`src/rtl/rbs_pkg.sv`:
```
// shared types, constants and register codes for the ray/box slab test
package rbs_pkg;

    localparam int FRAC_BITS  = 16;
    localparam int WORD_BITS  = 32;
    localparam int NUM_AXES   = 3;
    localparam int NUM_CFG    = 6;
    localparam int DATA_W     = (WORD_BITS > 32) ? 64 : 32;
    localparam int ADDR_LSB   = (WORD_BITS > 32) ? 3 : 2;
    localparam int ADDR_W     = ADDR_LSB + 3;
    // dividend width, leading remainder width, compare width for the saturation test
    localparam int NUM_W      = WORD_BITS + 1 + FRAC_BITS;
    localparam int R0_W       = NUM_W - (WORD_BITS - 1);
    localparam int CMP_W      = (R0_W > WORD_BITS) ? R0_W : WORD_BITS;
    localparam int DIV_STEPS  = WORD_BITS - 1;
    localparam int NUM_STAGES = DIV_STEPS + 3 + NUM_AXES;

    typedef logic signed [WORD_BITS-1:0] word_t;

    typedef enum logic [2:0] {
        CFG_BOX_MIN_X = 3'd0,
        CFG_BOX_MIN_Y = 3'd1,
        CFG_BOX_MIN_Z = 3'd2,
        CFG_BOX_MAX_X = 3'd3,
        CFG_BOX_MAX_Y = 3'd4,
        CFG_BOX_MAX_Z = 3'd5
    } cfg_idx_t;

    typedef struct packed {
        word_t origin_x;
        word_t origin_y;
        word_t origin_z;
        word_t dir_x;
        word_t dir_y;
        word_t dir_z;
        word_t t_min;
        word_t t_max;
    } ray_in_t;

    typedef struct packed {
        logic  hit;
        word_t t_near;
        word_t t_far;
    } ray_out_t;

    typedef struct packed {
        logic                                  empty;
        word_t                                 t_min;
        word_t                                 t_max;
        logic [NUM_AXES-1:0]                   par;
        logic [NUM_AXES-1:0]                   outside;
        logic [NUM_AXES-1:0][WORD_BITS:0]      dlo;
        logic [NUM_AXES-1:0][WORD_BITS:0]      dhi;
        logic [NUM_AXES-1:0][WORD_BITS-1:0]    dir;
    } prep_pkt_t;

    typedef struct packed {
        logic                 neg;
        logic                 sat;
        logic [WORD_BITS-1:0] ud;
        logic [WORD_BITS-1:0] r;
        logic [WORD_BITS-2:0] nbits;
        logic [WORD_BITS-2:0] q;
    } lane_t;

    typedef struct packed {
        logic  par;
        logic  outside;
        lane_t lo;
        lane_t hi;
    } div_axis_t;

    typedef struct packed {
        logic                           empty;
        word_t                          t_min;
        word_t                          t_max;
        div_axis_t [NUM_AXES-1:0]       ax;
    } div_pkt_t;

    typedef struct packed {
        logic  par;
        logic  outside;
        word_t a;
        word_t b;
    } fin_axis_t;

    typedef struct packed {
        logic                     done;
        logic                     hit;
        word_t                    tn;
        word_t                    tf;
        fin_axis_t [NUM_AXES-1:0] ax;
    } axis_pkt_t;

endpackage

```
`src/rtl/rbs_div_cell.sv`:
```
// one restoring division step for all six slab quotients of a ray
module rbs_div_cell
    import rbs_pkg::*;
(
    input  logic     clk,
    input  logic     rst_n,
    input  logic     en,
    input  logic     valid_in,
    input  div_pkt_t pkt_in,
    output logic     valid_out,
    output div_pkt_t pkt_out
);

    div_pkt_t pkt_next, pkt_reg;
    logic     valid_reg;

    function automatic lane_t div_step(lane_t l);
        lane_t              o;
        logic [WORD_BITS:0] t;
        logic [WORD_BITS:0] diff;
        logic               ge;
        o       = l;
        t       = {l.r, l.nbits[WORD_BITS-2]};
        diff    = t - {1'b0, l.ud};
        ge      = t >= {1'b0, l.ud};
        o.r     = ge ? diff[WORD_BITS-1:0] : t[WORD_BITS-1:0];
        o.nbits = {l.nbits[WORD_BITS-3:0], 1'b0};
        o.q     = {l.q[WORD_BITS-3:0], ge};
        return o;
    endfunction

    always_comb
    begin
        pkt_next = pkt_in;
        for (int i = 0; i < NUM_AXES; i++)
        begin
            pkt_next.ax[i].lo = div_step(pkt_in.ax[i].lo);
            pkt_next.ax[i].hi = div_step(pkt_in.ax[i].hi);
        end
    end

    always_ff @(posedge clk or negedge rst_n)
    begin
        if (!rst_n)
        begin
            valid_reg <= 1'b0;
        end
        else if (en)
        begin
            valid_reg <= valid_in;
        end
    end

    always_ff @(posedge clk)
    begin
        if (en)
        begin
            pkt_reg <= pkt_next;
        end
    end

    assign valid_out = valid_reg;
    assign pkt_out   = pkt_reg;

endmodule

```
`config.mk`:
```
export PLATFORM = sky130hd
export DESIGN_NAME = rbs_div_cell
export DESIGN_NICKNAME = d
export VERILOG_FILES = /design/src/rtl/rbs_pkg.sv /design/src/rtl/rbs_div_cell.sv
export SDC_FILE = /design/constraint.sdc
export NUM_CORES = 1
export LEC_CHECK = 0
export BUFFER_PORTS_ARGS = -buffer_cell sky130_fd_sc_hd__buf_2
export CAP_MARGIN = 30
export CORE_AREA = 2 2 653 655
export DETAILED_ROUTE_END_ITERATION = 16
export DIE_AREA = 0 0 655 657
export PLACE_DENSITY = 0.34
export SKIP_LAST_GASP = 1
export SYNTH_ARGS = -nofsm -noshare
export SYNTH_HDL_FRONTEND = slang
export SYNTH_SLANG_ARGS = --single-unit
```
`constraint.sdc`:
```
create_clock -name clk -period 1.2 [get_ports clk]
set_input_delay 0.12 -clock clk [delete_from_list [all_inputs] [get_ports clk]]
set_output_delay 0.12 -clock clk [all_outputs]
set_load 0.05 [all_outputs]
```
After elaboration in Yosys (flattened, before gate mapping)
Index checks and enable logic that the tools add are counted.

Add/subtract/negate cells: 6. Order comparisons: 6. Mux-type cells: 6.

Operators by type and width (count): $ge 33x32->1 (6); $mux 32 (6); $sub 32x32->32 (6).

Flip-flop bits (word level): 834. Input bits: 843.

Depth between registers and ports, before layout
Depth in word-level cells: 2. Mapped depth: 15. Gate-level depth less buffers: 13.

Least setup slack after synthesis
OpenSTA, ideal clock, no wires.

Path type: input port to flip-flop. Start: input port pkt_in[102] (netlist name). End: register pkt_reg, in the netlist pkt_out[66], data pin. Arrival: 2794 ps. Data required time: 940 ps. Setup slack: -1854 ps. Cell stages on the path: 13. Path buffers: 1. Path through: inv_1 ha_1 a21o_1 a211oi_2 nand4_1 and3_4 a211oi_2 o21ai_2 a31oi_4 a21oi_2 a2111oi_4 buf_6 mux2_4.

RTL lines: from (decl) (line rbs_div_cell.sv:9) `input div_pkt_t pkt_in,`; to (signal assigned) (line rbs_div_cell.sv:58) `pkt_reg <= pkt_next;`; to (decl) (line rbs_div_cell.sv:14) `div_pkt_t pkt_next, pkt_reg;`.

==> impl_metrics.toml <==
[status]
status = "finished with violations"
failed_checks = "negative hold slack, negative setup slack"

[synthesis]
ys_async_sr_fraction_pct = 0.1199
ys_types = 93
syn_inst = 2794
synth_area_per_cell_um2 = 13.53
synthTopCellsByArea = "edfxtp_1 66%, ha_1 6.4%, o21ai_0 2.6%"
yosys_warnings = 0
yosys.area.top_type = "edfxtp_1"
synth_flop_cell = "edfxtp_1"
synth_most_common_cell = "edfxtp_1"
synth_edf_count = 833
seq_area_frac_synth_pct = 66.24
ys_top_cells_by_count = "833 x edfxtp_1, 249 x nand2_1, 233 x inv_1, 197 x o21ai_0, 192 x ha_1"
synth_top_area_share_pct = 66.18
synth_area_um2 = 37800
synth-seq-cells = 834

[die]
start_util_pct = 8.939
core_um2 = 422800
rows = 239
dieArea_um2 = 430300
io-pin-count = 1683
die_y_um = 657
die_w_um = 655

[min_path]
hold_path_class = "in2reg"
hold_depth = 1

[cts]
htreeDepth = 3
cts_inserted_buffers = 119
worstSkewPairLatency_ps = 820
cts_tree = "built"
cts.path.max_buffers = 4
clkSlewWorstSetupHoldPaths_ps = 60
cts-root-buf = "clkbuf_16"
clock_sinks = 834

[drt]
post-route-drc-count = 0
wl_per_cell_um = 22.60
topRoutingLayerUsed = "met5"
dr.pass1.iters = 6
wl_met1_um = 108900
drt-initial-drc-count = 1887
postRouteAntennaNets = 0
via_per_inst = 3.192
wl_met3_um = 18490
wl_met2_um = 150000
vias = 40530
routed_wl_um = 287000

[sta]
rsz0062_at_grt = "yes"
min_period_ps = 2138
fin_skew_ps = 0
setup-violations-final = 1032
period_share_pct = 178.2
hold_violations = 59
maxSlewHeadroom_pct = 30.45
setup_slack_ps = -937.9
worstMarginPinSlew_ps = 1017
max_freq_mhz = 467.8
whs_ps = -545.3
maxSlewViolCount = 0

[worst_setup_path]
critPathArrivalTime_ps = 2750
crit_path_max_incr_delay_ps = 300
required_ps = 1810
critical_path_class = "in2reg"
crit_buf_inv = 4
path_cells = "buf_12 > inv_12 > ha_4 > a21o_1 > a211oi_2 > nand4_1 > and3_4 > a211oi_2 > o21ai_2 > a31oi_4 > a21oi_4 > a2111oi_4 > buf_4 > buf_12 > mux2_4"
crit_cells = 15
end_kind = "register"
r2r_cells = 1
startpoint_type = "primary input"
critPathSlowestCell = "mux2_4"
crit_fanout = 7
crit_family = "compound AO/OA/AOI/OAI gates"

[power_and_ir_drop]
power_frac_comb_pct = 36.1
cellPowerDensity_nw_per_um2 = 1296
power_frac_clock_pct = 31.4
total_power_uw = 116900
p_leak_uw = 0.03740
switching_share_pct = 34.80
pwr-share-seq_pct = 32.4
ir_drop_mv = 1.131
p_int_uw = 76230
p_switching_uw = 40680

[finish]
syn2layout_area_growth_pct = 138.7
instances_no_fill = 12700
fin_util_pct = 21.34
drive_gt1_share_pct = 51.24
fin_nets = 7954

[place]
gp_congestion = 0.9242
dpl.hpwl_um = 238400
io_buffers = 1670
post-place-cells = 11030

[global_routing]
antenna_found_initial = 129
grt_pass1_wl_um = 374600
first_global_vias = 43030
grt_remaining_overflow = 0
grt_max_degree = 55
track_usage_pct = 12.72

[job]
maxCapViolations = 0
==> registers in the layout, indices dropped and copies added, names as in the netlist <==
register / flops
pkt_out: 833
valid_out: 1
==> through the flow <==
| step | worst slack (ps) | TNS [ps] | hold WS [ps] | area, um^2 |
|---|---|---|---|---|
| final | -937.9 | -451500 | -545.3 | 90220 |
| after global routing | -954.2 | -549770 | -636.2 | 90180 |
| after CTS | -845.1 | -547180 | -680.0 | 88150 |
| after detailed placement | -2178 | -373250 | -104.1 | 63390 |
| after global placement | -2176 | -362020 | -105.4 | 63390 |
| after floorplan | -1604 | -236940 | -175.6 | 39170 |
==> cell usage in the layout (no fill, tap or decap), drive strengths merged, types with 23 or more instances in the layout <==
master,count
diode,33
clkinv,40
a211oi,26
buf,2755
dlygate4sd3,1302
ha,192
nand3,48
nand2b,31
nor2,102
xnor2,80
nand2,249
nor3,23
o21ai,199
clkbuf,135
mux2,45
xor2,79
a21o,88
edfxtp,833
inv,245
nor2b,33
a21oi,176
==> power by group through the flow <==
stage / Combinational [uW] / Clock (uW) / Sequential, uW
floorplan: 6930 / 0 / 47000
global placement: 32300 / 0 / 38000
detailed placement: 32200 / 0 / 37900
CTS: 41500 / 38400 / 38000
global route: 44500 / 39300 / 38200
finish: 42200 / 36800 / 37900
==> per-layer routing <==
layer | GRT usage (%) | up-vias
li1 | - | 18690
met1 | 14.00 | 20030
met2 | 23.80 | 1363
met3 | 3.299 | 396
met4 | 3.464 | 44
met5 | 0 | -
==> worst paths after layout <==
check | from | to | slack, ps
setup / recovery | pkt_in[102] | pkt_out[70]$_DFFE_PP_ | -940
hold / removal | pkt_in[487] | pkt_out[487]$_DFFE_PP_ | -550
setup reg to reg | valid_out$_DFFE_PN0P_ | valid_out$_DFFE_PN0P_ | 440
hold reg to reg | valid_out$_DFFE_PN0P_ | valid_out$_DFFE_PN0P_ | 540
max in group asynchronous | rst_n | valid_out$_DFFE_PN0P_ | 450
min in group asynchronous | rst_n | valid_out$_DFFE_PN0P_ | 650
==> what timing repair did <==
action / 4_1_cts / 5_1_grt
pin swaps: 221 / 138
gates resized for setup: 2118 / 263
hold buffers: 1241 / 84
buffers inserted: 87 / 47
gates cloned: 21 / 4
setup endpoints to repair: 1032 / 1032
endpoints found under the hold margin: 1157 / 121
==> cell type report <==
| class | instances | area [um^2] |
|---|---|---|
| fill | 45780 | 332600 |
| sequential | 834 | 25040 |
| clock buffer | 131 | 3023 |
| antenna | 33 | 82.58 |
| inverter | 235 | 1059 |
| tap | 5663 | 7086 |
| clock inverter | 79 | 903.4 |
| multi-input combinational | 1662 | 15390 |
| timing repair buffer | 4061 | 37630 |
==> cells by family (layout without fill, tap and decap cells) <==
logic type | Yosys count | count (layout) | share of synthesized area (%)
compound gates | 658 | 659 | 11.05
xor+xnor | 159 | 159 | 3.684
fa+ha+maj | 198 | 198 | 6.673
buf+inv | 304 | 4506 | 3.234
flops | 834 | 834 | 66.24
mux | 50 | 50 | 1.741
other cells | 1 | 39 | 0.009921
simple gates | 590 | 590 | 7.365
(Power assumes the default switching activity.)
