$ cat src/rtl/rbs_pkg.sv
// shared types, constants and register codes for the ray/box slab test
package rbs_pkg;

    localparam int FRAC_BITS  = 16;
    localparam int WORD_BITS  = 32;
    localparam int NUM_AXES   = 3;
    localparam int NUM_CFG    = 6;
    localparam int DATA_W     = (WORD_BITS > 32) ? 64 : 32;
    localparam int ADDR_LSB   = (WORD_BITS > 32) ? 3 : 2;
    localparam int ADDR_W     = ADDR_LSB + 3;
    // dividend width, leading remainder width, compare width for the saturation test
    localparam int NUM_W      = WORD_BITS + 1 + FRAC_BITS;
    localparam int R0_W       = NUM_W - (WORD_BITS - 1);
    localparam int CMP_W      = (R0_W > WORD_BITS) ? R0_W : WORD_BITS;
    localparam int DIV_STEPS  = WORD_BITS - 1;
    localparam int NUM_STAGES = DIV_STEPS + 3 + NUM_AXES;

    typedef logic signed [WORD_BITS-1:0] word_t;

    typedef enum logic [2:0] {
        CFG_BOX_MIN_X = 3'd0,
        CFG_BOX_MIN_Y = 3'd1,
        CFG_BOX_MIN_Z = 3'd2,
        CFG_BOX_MAX_X = 3'd3,
        CFG_BOX_MAX_Y = 3'd4,
        CFG_BOX_MAX_Z = 3'd5
    } cfg_idx_t;

    typedef struct packed {
        word_t origin_x;
        word_t origin_y;
        word_t origin_z;
        word_t dir_x;
        word_t dir_y;
        word_t dir_z;
        word_t t_min;
        word_t t_max;
    } ray_in_t;

    typedef struct packed {
        logic  hit;
        word_t t_near;
        word_t t_far;
    } ray_out_t;

    typedef struct packed {
        logic                                  empty;
        word_t                                 t_min;
        word_t                                 t_max;
        logic [NUM_AXES-1:0]                   par;
        logic [NUM_AXES-1:0]                   outside;
        logic [NUM_AXES-1:0][WORD_BITS:0]      dlo;
        logic [NUM_AXES-1:0][WORD_BITS:0]      dhi;
        logic [NUM_AXES-1:0][WORD_BITS-1:0]    dir;
    } prep_pkt_t;

    typedef struct packed {
        logic                 neg;
        logic                 sat;
        logic [WORD_BITS-1:0] ud;
        logic [WORD_BITS-1:0] r;
        logic [WORD_BITS-2:0] nbits;
        logic [WORD_BITS-2:0] q;
    } lane_t;

    typedef struct packed {
        logic  par;
        logic  outside;
        lane_t lo;
        lane_t hi;
    } div_axis_t;

    typedef struct packed {
        logic                           empty;
        word_t                          t_min;
        word_t                          t_max;
        div_axis_t [NUM_AXES-1:0]       ax;
    } div_pkt_t;

    typedef struct packed {
        logic  par;
        logic  outside;
        word_t a;
        word_t b;
    } fin_axis_t;

    typedef struct packed {
        logic                     done;
        logic                     hit;
        word_t                    tn;
        word_t                    tf;
        fin_axis_t [NUM_AXES-1:0] ax;
    } axis_pkt_t;

endpackage

$ cat src/rtl/rbs_prep.sv
// two front stages: slab differences and parallel tests, then magnitudes and divider setup
module rbs_prep
    import rbs_pkg::*;
(
    input  logic                               clk,
    input  logic                               rst_n,
    input  logic                               in_valid,
    input  ray_in_t                            in_data,
    input  logic [NUM_AXES-1:0][WORD_BITS-1:0] box_min,
    input  logic [NUM_AXES-1:0][WORD_BITS-1:0] box_max,
    input  logic                               en_a,
    input  logic                               en_b,
    output logic                               valid_a,
    output logic                               valid_b,
    output div_pkt_t                           pkt_out
);

    prep_pkt_t a_next, a_reg;
    div_pkt_t  b_next, b_reg;
    logic      valid_a_reg, valid_b_reg;
    logic [NUM_AXES-1:0][WORD_BITS-1:0] org;
    logic [NUM_AXES-1:0][WORD_BITS-1:0] dir;

    function automatic lane_t mk_lane(logic [WORD_BITS:0] d, logic [WORD_BITS-1:0] dv);
        lane_t              l;
        logic [WORD_BITS:0] un;
        logic [NUM_W-1:0]   num;
        logic [R0_W-1:0]    r0;
        l.neg   = d[WORD_BITS] ^ dv[WORD_BITS-1];
        un      = d[WORD_BITS] ? (~d + 1'b1) : d;
        l.ud    = dv[WORD_BITS-1] ? (~dv + 1'b1) : dv;
        num     = {un, {FRAC_BITS{1'b0}}};
        r0      = num[NUM_W-1 -: R0_W];
        // quotient would reach 2^(W-1): saturate
        l.sat   = CMP_W'(r0) >= CMP_W'(l.ud);
        l.r     = WORD_BITS'(r0);
        l.nbits = num[WORD_BITS-2:0];
        l.q     = '0;
        return l;
    endfunction

    assign org = {in_data.origin_z, in_data.origin_y, in_data.origin_x};
    assign dir = {in_data.dir_z, in_data.dir_y, in_data.dir_x};

    always_comb
    begin
        a_next.empty = 1'b0;
        a_next.t_min = in_data.t_min;
        a_next.t_max = in_data.t_max;
        for (int i = 0; i < NUM_AXES; i++)
        begin
            if ($signed(box_min[i]) > $signed(box_max[i]))
            begin
                a_next.empty = 1'b1;
            end
            a_next.par[i]     = (dir[i] == '0);
            a_next.outside[i] = ($signed(org[i]) < $signed(box_min[i])) ||
                                ($signed(org[i]) > $signed(box_max[i]));
            a_next.dlo[i]     = {box_min[i][WORD_BITS-1], box_min[i]} -
                                {org[i][WORD_BITS-1], org[i]};
            a_next.dhi[i]     = {box_max[i][WORD_BITS-1], box_max[i]} -
                                {org[i][WORD_BITS-1], org[i]};
            a_next.dir[i]     = dir[i];
        end
    end

    always_comb
    begin
        b_next.empty = a_reg.empty;
        b_next.t_min = a_reg.t_min;
        b_next.t_max = a_reg.t_max;
        for (int i = 0; i < NUM_AXES; i++)
        begin
            b_next.ax[i].par     = a_reg.par[i];
            b_next.ax[i].outside = a_reg.outside[i];
            b_next.ax[i].lo      = mk_lane(a_reg.dlo[i], a_reg.dir[i]);
            b_next.ax[i].hi      = mk_lane(a_reg.dhi[i], a_reg.dir[i]);
        end
    end

    always_ff @(posedge clk or negedge rst_n)
    begin
        if (!rst_n)
        begin
            valid_a_reg <= 1'b0;
            valid_b_reg <= 1'b0;
        end
        else
        begin
            if (en_a)
            begin
                valid_a_reg <= in_valid;
            end
            if (en_b)
            begin
                valid_b_reg <= valid_a_reg;
            end
        end
    end

    always_ff @(posedge clk)
    begin
        if (en_a)
        begin
            a_reg <= a_next;
        end
        if (en_b)
        begin
            b_reg <= b_next;
        end
    end

    assign valid_a = valid_a_reg;
    assign valid_b = valid_b_reg;
    assign pkt_out = b_reg;

endmodule

$ cat config.mk
export PLATFORM = sky130hd
export DESIGN_NAME = rbs_prep
export DESIGN_NICKNAME = d
export VERILOG_FILES = /design/src/rtl/rbs_pkg.sv /design/src/rtl/rbs_prep.sv
export SDC_FILE = /design/constraint.sdc
export NUM_CORES = 2
export LEC_CHECK = 0
export BUFFER_PORTS_ARGS = -buffer_cell sky130_fd_sc_hd__buf_2
export CAP_MARGIN = 20
export CORE_AREA = 2 2 507 509
export DETAILED_ROUTE_END_ITERATION = 16
export DIE_AREA = 0 0 509 511
export PLACE_DENSITY = 0.45
export RECOVER_POWER = 50
export SLEW_MARGIN = 0
export SYNTH_ARGS = -nofsm -noshare
export SYNTH_HDL_FRONTEND = slang
export SYNTH_SLANG_ARGS = --single-unit
$ cat constraint.sdc
create_clock -name clk -period 6 [get_ports clk]
set_clock_uncertainty 0.15 [all_clocks]
set_input_delay 0.6 -clock clk [delete_from_list [all_inputs] [get_ports clk]]
set_output_delay 0.6 -clock clk [all_outputs]
set_load 0.03 [all_outputs]
## Word level (Yosys, flattened, before mapping)

Cells that the tools add are included.

- Register bits after elaboration: 744

- Reductions and logical operators: 7
- Bitwise gates (word level): 15
- $lt $le $gt $ge: 15
- Add/subtract/negate cells: 15
- Mux-type cells: 10

Operators by type and width:

| kind | count |
|---|---|
| $add 33x1->33 const B | 6 |
| $mux 33 | 6 |
| $not 33->33 | 6 |
| $sub 32x32->33 | 6 |
| $ge 18x32->1 | 6 |
| $gt 32x32->1 | 6 |
| $add 32x1->32 const B | 3 |
| $logic_not 32->1 | 3 |
| $lt 32x32->1 | 3 |
| $mux 32 | 3 |
| $not 32->32 | 3 |
| $xor 1x1->1 | 6 |
| $logic_or 1x1->1 | 3 |
| $reduce_or 2->1 | 1 |
| $mux 1 | 1 |

## Longest topological paths before layout

- Word-level depth: 4
- Mapped depth: 18

## Worst setup path before layout

OpenSTA, ideal clock, no wires.

- Path kind: register to register
- Start: reg a_reg[162] in the netlist's numbering
- End: reg b_reg (netlist bit pkt_out[642]) (data pin)
- Setup time: 146 ps
- Period minus slack after synthesis: 4721 ps
- Stages on the path, launching flop included: 16
- Required time: 5704 ps
- Arrival: 4425 ps
- Slack: 1279 ps
- Cell sequence: edfxtp_1 inv_1 ha_1 nand2b_1 nand2b_1 or4_1 or4_4 or4_4 or4_1 or4_4 o41ai_2 xnor2_1 ha_1 nand4_1 or4_1 a21oi_1

RTL lines:

| element | RTL line | RTL |
|---|---|---|
| start, declared | rbs_prep.sv:18 | `prep_pkt_t a_next, a_reg;` |
| start signal, assigned | rbs_prep.sv:105 | `a_reg <= a_next;` |
| end signal, assigned | rbs_prep.sv:109 | `b_reg <= b_next;` |
| end, declared | rbs_prep.sv:19 | `div_pkt_t b_next, b_reg;` |

## Worst setup path after layout

- Start: in en_a
- End: reg a_reg[82] in the netlist's numbering (enable)

RTL lines:

| element | RTL line | RTL |
|---|---|---|
| start, declared | rbs_prep.sv:11 | `input logic en_a,` |

No word-level cell between the ends.

==> results.toml <==
[run_status]
status = "finished, violations left"
violations = "capacitance limit, slew limit"

[die]
core_um2 = 255000
num_rows = 186
die_h_um = 511
start_util = 0.185
dieArea_um2 = 260000
die_w_um = 509
pin_count = 1294

[sta]
setup_tns_ns = 0
period_share = 0.891
hold_viol = 0
drv_slew = 205
max_slew.worst_pin.slew_ns = 5.65
setup_viol = 0
rsz0062_at_grt = "false"
slew_headroom = -2.77
fmax_mhz = 187
finalCriticalPeriod_ns = 5.35

[place]
port_buffers = 927
gp_congestion = 0.906
dp_hpwl_um = 156000

[synthesis]
synth-edff-count = 742
synth_seq_cells = 744
syn_area_um2 = 47300
syn_inst = 4325
synthFlopType = "edfxtp_1"
ys_types = 71
synthTopCellsByArea = "edfxtp_1 (47%), ha_1 (11%), buf_4 (7.3%)"
async_flop_share = 0.00269
yosys_warnings = 0
yosysTopAreaCellShare = 0.471
ys_seq_area_frac = 0.472
yosys.area.top_type = "edfxtp_1"
syn_avg_cell_area_um2 = 10.9

[setup_path]
worstPathMaxFanout = 85
crit_buf_inv = 2
cpPeakStageDelay_ns = 3.72
r2r_cells = 15
crit_family = "buffers and inverters"
required_ns = 6.18
r2r_end = "pkt_out[642]$_DFFE_PP_"
critPathLaunchType = "primary input"
worstReg2RegStart = "a_reg[162]$_DFFE_PP_"
cp_slowest_cell = "clkbuf_1"
regToRegSetupSlack_ns = 0.84
crit_chain = "clkbuf_1, clkbuf_2"
crit_type = "primary input to flop"
critical_path_arrival_ns = 5.53
crit_path_end_kind = "flop"

[power_and_ir_drop]
irDropWorstVdd_v = 0.000190
power_leakage_nw = 24.1
p_per_area_nw_per_um2 = 300
power.total_w = 0.0175

[clocking]
htreeDepth = 3
clkSinkCount = 744
cts_setup_buffers = 0
cts_max_path_buffers = 3
cts.clk_slew.worst_paths_ns = 0.06
cts_tree = "built"
cts_root_buf = "clkbuf_16"
clk_latency_ns = 0.72
cts_made_buffers = 90

[drt]
vias = 36491
via_per_inst = 4.13
route.met2.wl_um = 86200
met1_length_um = 81300
post-route-drc-count = 0
wirelength_um = 184000
first_iter_violations = 2520
drt-pass1-iter-count = 5
maxUsedRoutingLayer = "met5"
wl_met3_um = 9970
drt-wirelength-per-cell_um = 20.9
antenna_left = 0

[final_layout]
largest_reg_flops = 377
layout.nets = 6229
mostFrequentLayoutCells = "buf_2 (821), edfxtp_1 (742), ha_1 (411), conb_1 (366), xnor2_1 (350)"
syn2layout_area_growth_pct = 23.5
fill_cells = 27440
layout_commonest_cell = "buf_2"
drive_gt1_frac = 0.184

[global_routing]
grtUsageTotal = 0.135
grt_max_degree = 132
grt_overflow = 0
antenna_found_initial = 128
grt_pass1_wl_um = 255000
grt_pass1_vias = 34790

[min_path]
worstHoldEndpoint = "a_reg[162]$_DFFE_PP_"
whs_path_depth = 3
hold_start = "in_data[160]"
hold_path.class = "primary input to flop"

[flow_run]
maxCapViolations = 3
[Yosys cell counts, types with 5 or more instances]
cell type,number
o21ai_0,242
a21boi_0,11
ha_1,411
xor2_1,82
a31oi_1,27
inv_1,334
nand2_1,196
xnor2_1,350
a2111oi_0,5
fa_1,6
buf_4,463
and4_1,8
nor3_1,57
nor4_1,52
and2_1,10
a311oi_1,5
a21o_1,161
o31a_1,9
o41ai_1,40
o31ai_1,77
nand2b_1,58
clkbuf_1,62
nand3b_1,6
nor3b_1,6
o21a_1,41
nor2_1,173
a221oi_1,8
nand3_1,62
nor4b_1,10
or2_2,18
edfxtp_1,742
buf_1,5
a41oi_1,5
nor2b_1,39
or3_1,46
and3_1,22
nand4_1,72
o211ai_1,14
a211oi_1,11
o21bai_1,24
a21oi_1,240
or4_1,51
o2111ai_1,6
[metrics by stage]
step           hold WS (ns)  cells  setup slack [ns]  utilization  cell area [µm²]
6_report              0.178   8838             0.655        0.229            58400
5_1_grt               0.153   8828             0.303        0.229            58400
4_1_cts              0.0865   8815             0.835        0.229            58500
3_5_place_dp          0.237   8488             0.896        0.212            54000
3_3_place_gp          0.235   8488             0.845        0.212            54000
2_1_floorplan         0.154   4690              1.28            -            48700
[power by group]
| part | switching, W | internal [W] |
|---|---|---|
| clock network | 0.00235 | 0.00302 |
| registers | 0.000512 | 0.00665 |
| logic | 0.00338 | 0.00165 |
| total | 0.00623 | 0.0113 |
[final cells by class]
class	instances	area (µm²)	area share
Sequential cell	744	22300	0.382
Multi-Input combinational cell	3082	21400	0.366
Clock inverter	61	553	0.00947
Tap cell	3384	4230	0.0725
Inverter	334	1250	0.0215
Clock buffer	103	2320	0.0398
Timing Repair Buffer	1107	6310	0.108
Antenna cell	23	57.6	0.000985
[logic make-up after synthesis]
group | share of synthesized area
AO/OA/AOI/OAI | 0.131
multiplexers | 0.00114
adder cells (fa/ha/maj) | 0.111
flip-flops | 0.472
XOR/XNOR | 0.0800
AND/OR/NAND/NOR | 0.0987
buffers and inverters | 0.105
other | 0.0000793
[worst max path at each step]
stage	start	end	slack (ns)	cells after the start
3_5_place_dp	a_reg[162]$_DFFE_PP_	pkt_out[642]$_DFFE_PP_	0.90	15
5_1_grt	en_a	a_reg[83]$_DFFE_PP_	0.30	2
4_1_cts	a_reg[162]$_DFFE_PP_	pkt_out[642]$_DFFE_PP_	0.84	15
3_3_place_gp	a_reg[162]$_DFFE_PP_	pkt_out[642]$_DFFE_PP_	0.84	18
6_report	en_a	a_reg[82]$_DFFE_PP_	0.65	2
2_1_floorplan	a_reg[162]$_DFFE_PP_	pkt_out[642]$_DFFE_PP_	1.28	15
[layer usage]
metal / global-route usage / vias to the layer above
met3: 0.0194 / 366
met5: 0 / -
met2: 0.225 / 1575
met1: 0.176 / 17420
li1: - / 17106
met4: 0.0501 / 24
[timing repair]
| item | in CTS | in global routing |
|---|---|---|
| resized for setup | 0 | 0 |
| hold buffers | 163 | 0 |
| hold endpoints to repair | 163 | 0 |
Note: power is estimated with default switching activity, not from simulation.
