**config.mk**
```make
export PLATFORM = sky130hd
export DESIGN_NAME = rbs_axis_cell
export DESIGN_NICKNAME = d
export VERILOG_FILES = /design/src/rtl/rbs_pkg.sv /design/src/rtl/rbs_axis_cell.sv
export SDC_FILE = /design/constraint.sdc
export NUM_CORES = 1
export LEC_CHECK = 0
export ABC_CLOCK_PERIOD_IN_PS = 1000
export BUFFER_PORTS_ARGS = -buffer_cell sky130_fd_sc_hd__buf_4
export CAP_MARGIN = 0
export CORE_AREA = 4 4 207 209
export DETAILED_ROUTE_END_ITERATION = 8
export DIE_AREA = 0 0 211 213
export PLACE_DENSITY_LB_ADDON = 0.15
export SLEW_MARGIN = 20
export SYNTH_ARGS = -nofsm -noshare
export SYNTH_HDL_FRONTEND = slang
export SYNTH_SLANG_ARGS = --single-unit
```
**constraint.sdc**
```tcl
create_clock -name clk -period 1 [get_ports clk]
set_clock_uncertainty 0.1 [all_clocks]
set_input_delay 0.15 -clock clk [delete_from_list [all_inputs] [get_ports clk]]
set_output_delay 0.15 -clock clk [all_outputs]
set_load 0.02 [all_outputs]
```
**src/rtl/rbs_pkg.sv**
```systemverilog
// shared types, constants and register codes for the ray/box slab test
package rbs_pkg;

    localparam int FRAC_BITS  = 16;
    localparam int WORD_BITS  = 32;
    localparam int NUM_AXES   = 3;
    localparam int NUM_CFG    = 6;
    localparam int DATA_W     = (WORD_BITS > 32) ? 64 : 32;
    localparam int ADDR_LSB   = (WORD_BITS > 32) ? 3 : 2;
    localparam int ADDR_W     = ADDR_LSB + 3;
    // dividend width, leading remainder width, compare width for the saturation test
    localparam int NUM_W      = WORD_BITS + 1 + FRAC_BITS;
    localparam int R0_W       = NUM_W - (WORD_BITS - 1);
    localparam int CMP_W      = (R0_W > WORD_BITS) ? R0_W : WORD_BITS;
    localparam int DIV_STEPS  = WORD_BITS - 1;
    localparam int NUM_STAGES = DIV_STEPS + 3 + NUM_AXES;

    typedef logic signed [WORD_BITS-1:0] word_t;

    typedef enum logic [2:0] {
        CFG_BOX_MIN_X = 3'd0,
        CFG_BOX_MIN_Y = 3'd1,
        CFG_BOX_MIN_Z = 3'd2,
        CFG_BOX_MAX_X = 3'd3,
        CFG_BOX_MAX_Y = 3'd4,
        CFG_BOX_MAX_Z = 3'd5
    } cfg_idx_t;

    typedef struct packed {
        word_t origin_x;
        word_t origin_y;
        word_t origin_z;
        word_t dir_x;
        word_t dir_y;
        word_t dir_z;
        word_t t_min;
        word_t t_max;
    } ray_in_t;

    typedef struct packed {
        logic  hit;
        word_t t_near;
        word_t t_far;
    } ray_out_t;

    typedef struct packed {
        logic                                  empty;
        word_t                                 t_min;
        word_t                                 t_max;
        logic [NUM_AXES-1:0]                   par;
        logic [NUM_AXES-1:0]                   outside;
        logic [NUM_AXES-1:0][WORD_BITS:0]      dlo;
        logic [NUM_AXES-1:0][WORD_BITS:0]      dhi;
        logic [NUM_AXES-1:0][WORD_BITS-1:0]    dir;
    } prep_pkt_t;

    typedef struct packed {
        logic                 neg;
        logic                 sat;
        logic [WORD_BITS-1:0] ud;
        logic [WORD_BITS-1:0] r;
        logic [WORD_BITS-2:0] nbits;
        logic [WORD_BITS-2:0] q;
    } lane_t;

    typedef struct packed {
        logic  par;
        logic  outside;
        lane_t lo;
        lane_t hi;
    } div_axis_t;

    typedef struct packed {
        logic                           empty;
        word_t                          t_min;
        word_t                          t_max;
        div_axis_t [NUM_AXES-1:0]       ax;
    } div_pkt_t;

    typedef struct packed {
        logic  par;
        logic  outside;
        word_t a;
        word_t b;
    } fin_axis_t;

    typedef struct packed {
        logic                     done;
        logic                     hit;
        word_t                    tn;
        word_t                    tf;
        fin_axis_t [NUM_AXES-1:0] ax;
    } axis_pkt_t;

endpackage

```
**src/rtl/rbs_axis_cell.sv**
```systemverilog
// narrows the running window by the axis at slot 0, then rotates the next axis in
module rbs_axis_cell
    import rbs_pkg::*;
(
    input  logic      clk,
    input  logic      rst_n,
    input  logic      en,
    input  logic      valid_in,
    input  axis_pkt_t pkt_in,
    output logic      valid_out,
    output axis_pkt_t pkt_out
);

    axis_pkt_t pkt_next, pkt_reg;
    fin_axis_t cur;
    word_t     lo, hi, tn, tf;
    logic      valid_reg;

    assign cur = pkt_in.ax[0];

    always_comb
    begin
        pkt_next    = pkt_in;
        pkt_next.ax = {cur, pkt_in.ax[NUM_AXES-1:1]};
        lo = (cur.a > cur.b) ? cur.b : cur.a;
        hi = (cur.a > cur.b) ? cur.a : cur.b;
        tn = (lo > pkt_in.tn) ? lo : pkt_in.tn;
        tf = (hi < pkt_in.tf) ? hi : pkt_in.tf;
        if (!pkt_in.done)
        begin
            if (cur.par)
            begin
                if (cur.outside)
                begin
                    pkt_next.hit  = 1'b0;
                    pkt_next.done = 1'b1;
                end
            end
            else
            begin
                pkt_next.tn = tn;
                pkt_next.tf = tf;
                if (tn > tf)
                begin
                    pkt_next.hit  = 1'b0;
                    pkt_next.done = 1'b1;
                end
            end
        end
    end

    always_ff @(posedge clk or negedge rst_n)
    begin
        if (!rst_n)
        begin
            valid_reg <= 1'b0;
        end
        else if (en)
        begin
            valid_reg <= valid_in;
        end
    end

    always_ff @(posedge clk)
    begin
        if (en)
        begin
            pkt_reg <= pkt_next;
        end
    end

    assign valid_out = valid_reg;
    assign pkt_out   = pkt_reg;

endmodule

```
Yosys cells after proc, flatten, opt, wreduce, memory -nomap -nowiden
Cells that the tools add are included.
{ "totals": {"register_bits": 265, "inputBits": 268, "output_inout_bits": 265, "word_cells": 30} }
{ "classes": {"magnitude_cmp": 4, "n_mux": 9} }
{ "ops": {"columns": ["operator", "n"], "rows": [
  ["32-bit two-way mux", 4],
  ["32-bit greater-than comparator", 3],
  ["65-bit two-way mux", 1],
  ["64-bit two-way mux", 1],
  ["32-bit < comparator", 1],
  ["2-bit two-way mux", 3]
]} }

Longest topological paths before layout
{ "logic_depth": {"word_depth": 8, "ltp_mapped": 32, "mapped_depth_nobuf": 28} }

Worst setup path before layout
Ideal clock, no wire load.
{ "synth_timing": {"path_kind": "input-to-reg", "from": "input port pkt_in[14] (netlist bit)", "to": "register pkt_reg (netlist bit pkt_out[262]) (data pin)", "setup_ps": 258, "arrival_time_ps": 6861, "required_time_ps": 642, "setup_slack_ps": -6219, "cell_stages": 31, "path_buffers": 4, "cell_sequence": "inv_1 > ha_1 > a21oi_1 > nand2_1 > a22o_1 > o41a_1 > or3_1 > a32o_1 > buf_6 > buf_12 > buf_6 > mux2i_1 > inv_1 > ha_1 > a21o_1 > a21o_1 > a21o_1 > a21o_1 > a2111oi_0 > o32a_1 > a21oi_1 > clkbuf_1 > mux2i_1 > ha_1 > nand4_1 > or4_1 > nor4_1 > o211ai_1 > nand4_1 > mux2_2 > o221a_2"} }
{ "synth_rtl": {"columns": ["item", "line_no", "text"], "rows": [
  ["start: declaration", "rbs_axis_cell.sv:9", "input axis_pkt_t pkt_in,"],
  ["end signal: assignment", "rbs_axis_cell.sv:68", "pkt_reg <= pkt_next;"],
  ["end: declaration", "rbs_axis_cell.sv:14", "axis_pkt_t pkt_next, pkt_reg;"]
]} }

==> run_results.csv <==
group,metric,value,unit
run_status,run_status,"finished, violations left",
run_status,failed_checks,"negative hold slack, negative setup slack",
timing,worst-slew-pin-transition,0.443,ns
synth,sequential_element_share_of_the_synthesized_area,57.8,%
placement,portBuffers,532,
global_routing,grt-ovfl-total,0,
cells_and_area,fin_cells,2648,
cells_and_area,num_antenna_cells,0,
die,dieHeight,213,µm
critical_path,reg2reg_from,"valid_out",
critical_path,setup.reg_to_reg.worst_slack,0.13,ns
global_routing,grt_antenna_before_repair,2,
cells_and_area,multi_input_comb_area,5910,µm²
power_and_ir_drop,worst_ir_drop_vdd,1.29,mV
critical_path,critical_path_required,1.21,ns
routing,final_antenna_net_count,0,
synth,synth_common_cells,"sky130_fd_sc_hd__edfxtp_1, sky130_fd_sc_hd__inv_1, sky130_fd_sc_hd__mux2i_1",
die,floorplan.initialDensity,33.7,%
global_routing,grt.total_usage,23.7,%
cells_and_area,final_layout_size_suffix_gt1_share,51.0,%
worst_hold_path,worstHoldPathType,"input port to register",
critical_path,timing.critical_path.to,"pkt_out[262]",
global_routing,grt_start_max_net_pins,23,
critical_path,setup.worst_path.start_class,"input port",
cts,root_driver,"sky130_fd_sc_hd__clkbuf_16",
routing,routed_wire_length_per_instance,21.7,µm
critical_path,worst_path_max_delay_cell,"sky130_fd_sc_hd__or4_4",
synth,async_reset_ff_share,0.377,%
critical_path,sort_of_element_at_the_end_of_the_critical_path,"register",
critical_path,critical_path_startpoint,"pkt_in[14]",
cts,clkLatencyLatePin,0.55,ns
die,design.portCount,533,
timing,setup_viol_count_final,352,
cells_and_area,postLayoutCoreUtil,65.3,%
critical_path,worst-setup-path-type,"input port to register",
routing,detailroute.via_count,12500,
routing,drt-initial-drc-count,517,
placement,routabilityCongestion,0.873,
synth,synth.distinct_cells,55,
cells_and_area,design.final.nets,2489,
placement,dpl.cell_count,2299,
routing,drt_drc_violations_left,0,
die,floorplan.die.width,211,µm
timing,timing.max_slew.rel_slack,70.5,%
critical_path,timing.rr.end,"valid_out",
critical_path,critical_path.max_fanout,8,
timing,clock.fmax,0.150,GHz
cts,cts_buffer_depth,3,
die,floorplan.rows,74,
cts,cts-hold-fix-buffers,259,
power_and_ir_drop,total_leakage_power,12.2,nW
timing,timing.final.hold_violations,2,
global_routing,grt_first_pass_wirelength,80700,µm
routing,overall_routed_net_length,57500,µm
critical_path,cp.arrival,6.86,ns
routing,drt_pre_antenna_iters,4,
cts,clk_pin_slew_worst_paths,0.07,ns
timing,layout_setup_ws,-5.65,ns
timing,layout_min_cycle_time,6.65,ns
timing,grt_setup_unrepaired,"yes",
routing,mean_number_of_vias_per_cell,4.72,
timing,final.period_utilization,665,%
synth,post-synth-top-area-cell,"sky130_fd_sc_hd__edfxtp_1",
job,max_cap_violations,0,
cts,h-tree-depth,1,
cts,tritoncts_num_sinks,265,
placement,dp_worst_setup_slack,-6.58,ns
cells_and_area,num-fill-cells,3040,
cts,tritoncts_clock_tree,"yes",
timing,finalSetupTns,-355.46,ns
critical_path,worstRegToRegCells,1,
timing,hold_ws,-0.0494,ns
cells_and_area,seqCellArea,7950,µm²
placement,detailed_place_hpwl,42000,µm
synth,avg_synthesized_cell_area,14.4,µm²
synth,synth.net_count,1350,
die,floorplan.core_area,40800,µm²
synth,yosys_warnings,0,
timing,final-max-slew-violation-count,0,
synth,number_of_flops_mapped_to_enable_cells_by_yosys,264,
synth,synth.top_cells.by_area,"sky130_fd_sc_hd__edfxtp_1, sky130_fd_sc_hd__ha_1, sky130_fd_sc_hd__mux2i_1",
power_and_ir_drop,power-per-cell-area,1540,nW/µm²
synth,synth_top_area_share,57.6,%
global_routing,grt_pass1_vias,13300,
synth,total_of_flip_flops_plus_latches_after_synthesis,265,
cts,cts_made_buffers,29,
synth,synth-main-ff-cell,"sky130_fd_sc_hd__edfxtp_1",
synth,cell_area_after_synthesis,13800,µm²
die,die-area,44900,µm²
critical_path,critPathMaxStageDelay,0.58,ns
synth,yosys.cell_count.top_type,"sky130_fd_sc_hd__edfxtp_1",
cells_and_area,area_delta_synth_final,93.9,%
synth,synthesis.instances,955,
-- metrics by stage --
stage               total power, mW  area [µm²]
floorplan                      20.1       14100
global placement               26.3       21100
detailed placement             26.4       21100
CTS                            40.2       25600
global route                   43.0       26700
finish                         41.2       26700
-- metal layers --
metal  part of all wire [%]  vias to the layer above  GRT usage (%)
met5                  0.047                        -              0
met4                    4.3                        4           9.28
met3                    7.1                      127           5.72
met2                     50                      447           41.5
met1                     39                     6030           28.1
li1                       -                     5902              -
-- placed cells by master (no fill, tap or decap), types with 4 or more instances in the layout --
cell                            netlist  final
sky130_fd_sc_hd__ha_4                 0     23
sky130_fd_sc_hd__o21a_1               4      4
sky130_fd_sc_hd__inv_2                0     10
sky130_fd_sc_hd__buf_8                0      5
sky130_fd_sc_hd__mux2i_1            128    106
sky130_fd_sc_hd__buf_6                4    281
sky130_fd_sc_hd__bufinv_16            0      7
sky130_fd_sc_hd__buf_16               0      4
sky130_fd_sc_hd__nand4_1             28     28
sky130_fd_sc_hd__nor3_2               0      5
sky130_fd_sc_hd__a21oi_2              0      9
sky130_fd_sc_hd__clkbuf_16            0     30
sky130_fd_sc_hd__dlygate4sd3_1        0    258
sky130_fd_sc_hd__buf_4                3    550
sky130_fd_sc_hd__nor3_1              10      4
sky130_fd_sc_hd__buf_12               3     27
sky130_fd_sc_hd__nor2b_1             10     10
sky130_fd_sc_hd__inv_1              129    118
sky130_fd_sc_hd__a21o_1              27     27
sky130_fd_sc_hd__clkbuf_1             3      5
sky130_fd_sc_hd__mux2_2              16      7
sky130_fd_sc_hd__ha_1               127    103
sky130_fd_sc_hd__edfxtp_1           264    264
sky130_fd_sc_hd__clkinv_1             0      4
sky130_fd_sc_hd__o21ai_0             20     14
sky130_fd_sc_hd__nor2_1              14     14
sky130_fd_sc_hd__mux2i_4              0      8
sky130_fd_sc_hd__nand2_1             17     16
sky130_fd_sc_hd__mux2i_2              0     14
sky130_fd_sc_hd__mux2_4              50     59
sky130_fd_sc_hd__nand3_1              8      6
sky130_fd_sc_hd__a21oi_1             31     21
sky130_fd_sc_hd__nand2b_1             4      4
-- kinds of logic (layout without fill, tap and decap cells) --
group                      count (synthesis)  count (layout)  share of synthesized area, %
adders and majority gates                127             127                          11.5
muxes                                    194             194                          16.1
buffers and inverters                    148            1309                          4.75
DFF                                      265             265                          57.8
and+or+nand+nor                          106             106                          4.27
AOI/OAI and AO/OA                        115             115                          5.55
-- timing repair --
item,in CTS,in global routing
hold endpoints to repair,278,2
pin swaps,35,22
gates resized for setup,133,245
buffers inserted,26,11
gates cloned,4,1
endpoints found under the setup margin,331,577
-- worst min path at each step --
stage	depth (start not counted)	to	slack [ns]	start
5_1_grt	3	pkt_out[229]	-0.06	pkt_in[229]
6_report	3	pkt_out[229]	-0.05	pkt_in[229]
3_3_place_gp	1	valid_out	-0.17	rst_n
3_5_place_dp	1	valid_out	-0.17	rst_n
4_1_cts	3	pkt_out[229]	-0.09	pkt_in[229]
2_1_floorplan	0	valid_out	-0.25	rst_n
-- power breakdown --
| part | total (mW) | switching, mW | internal [mW] |
|---|---|---|---|
| clock network | 11.8 | 4.67 | 7.14 |
| logic | 15.5 | 6.94 | 8.52 |
| registers | 13.9 | 0.506 | 13.4 |
-- state kept, by name, summed over array words and instances, names as in the netlist --
register and cells:
valid_out 1, pkt_out 264
-- critical path: cells and delay by family --
family,cells,cell delay (ns)
AND/OR/NAND/NOR,7,1.95
AO/OA/AOI/OAI,11,2.65
buffers and inverters,6,0.66
adder cells (fa/ha/maj),3,0.77
multiplexers,3,0.66
-- area by class of cell --
class | instances | area share, %
Tap cell | 532 | 2.49
Inverter | 129 | 1.82
Multi-Input combinational cell | 542 | 22.1
Timing Repair Buffer | 1127 | 39.9
Clock buffer | 34 | 2.79
Sequential cell | 265 | 29.8
Clock inverter | 19 | 1.06
No activity file was read; power rests on OpenSTA's default activity.
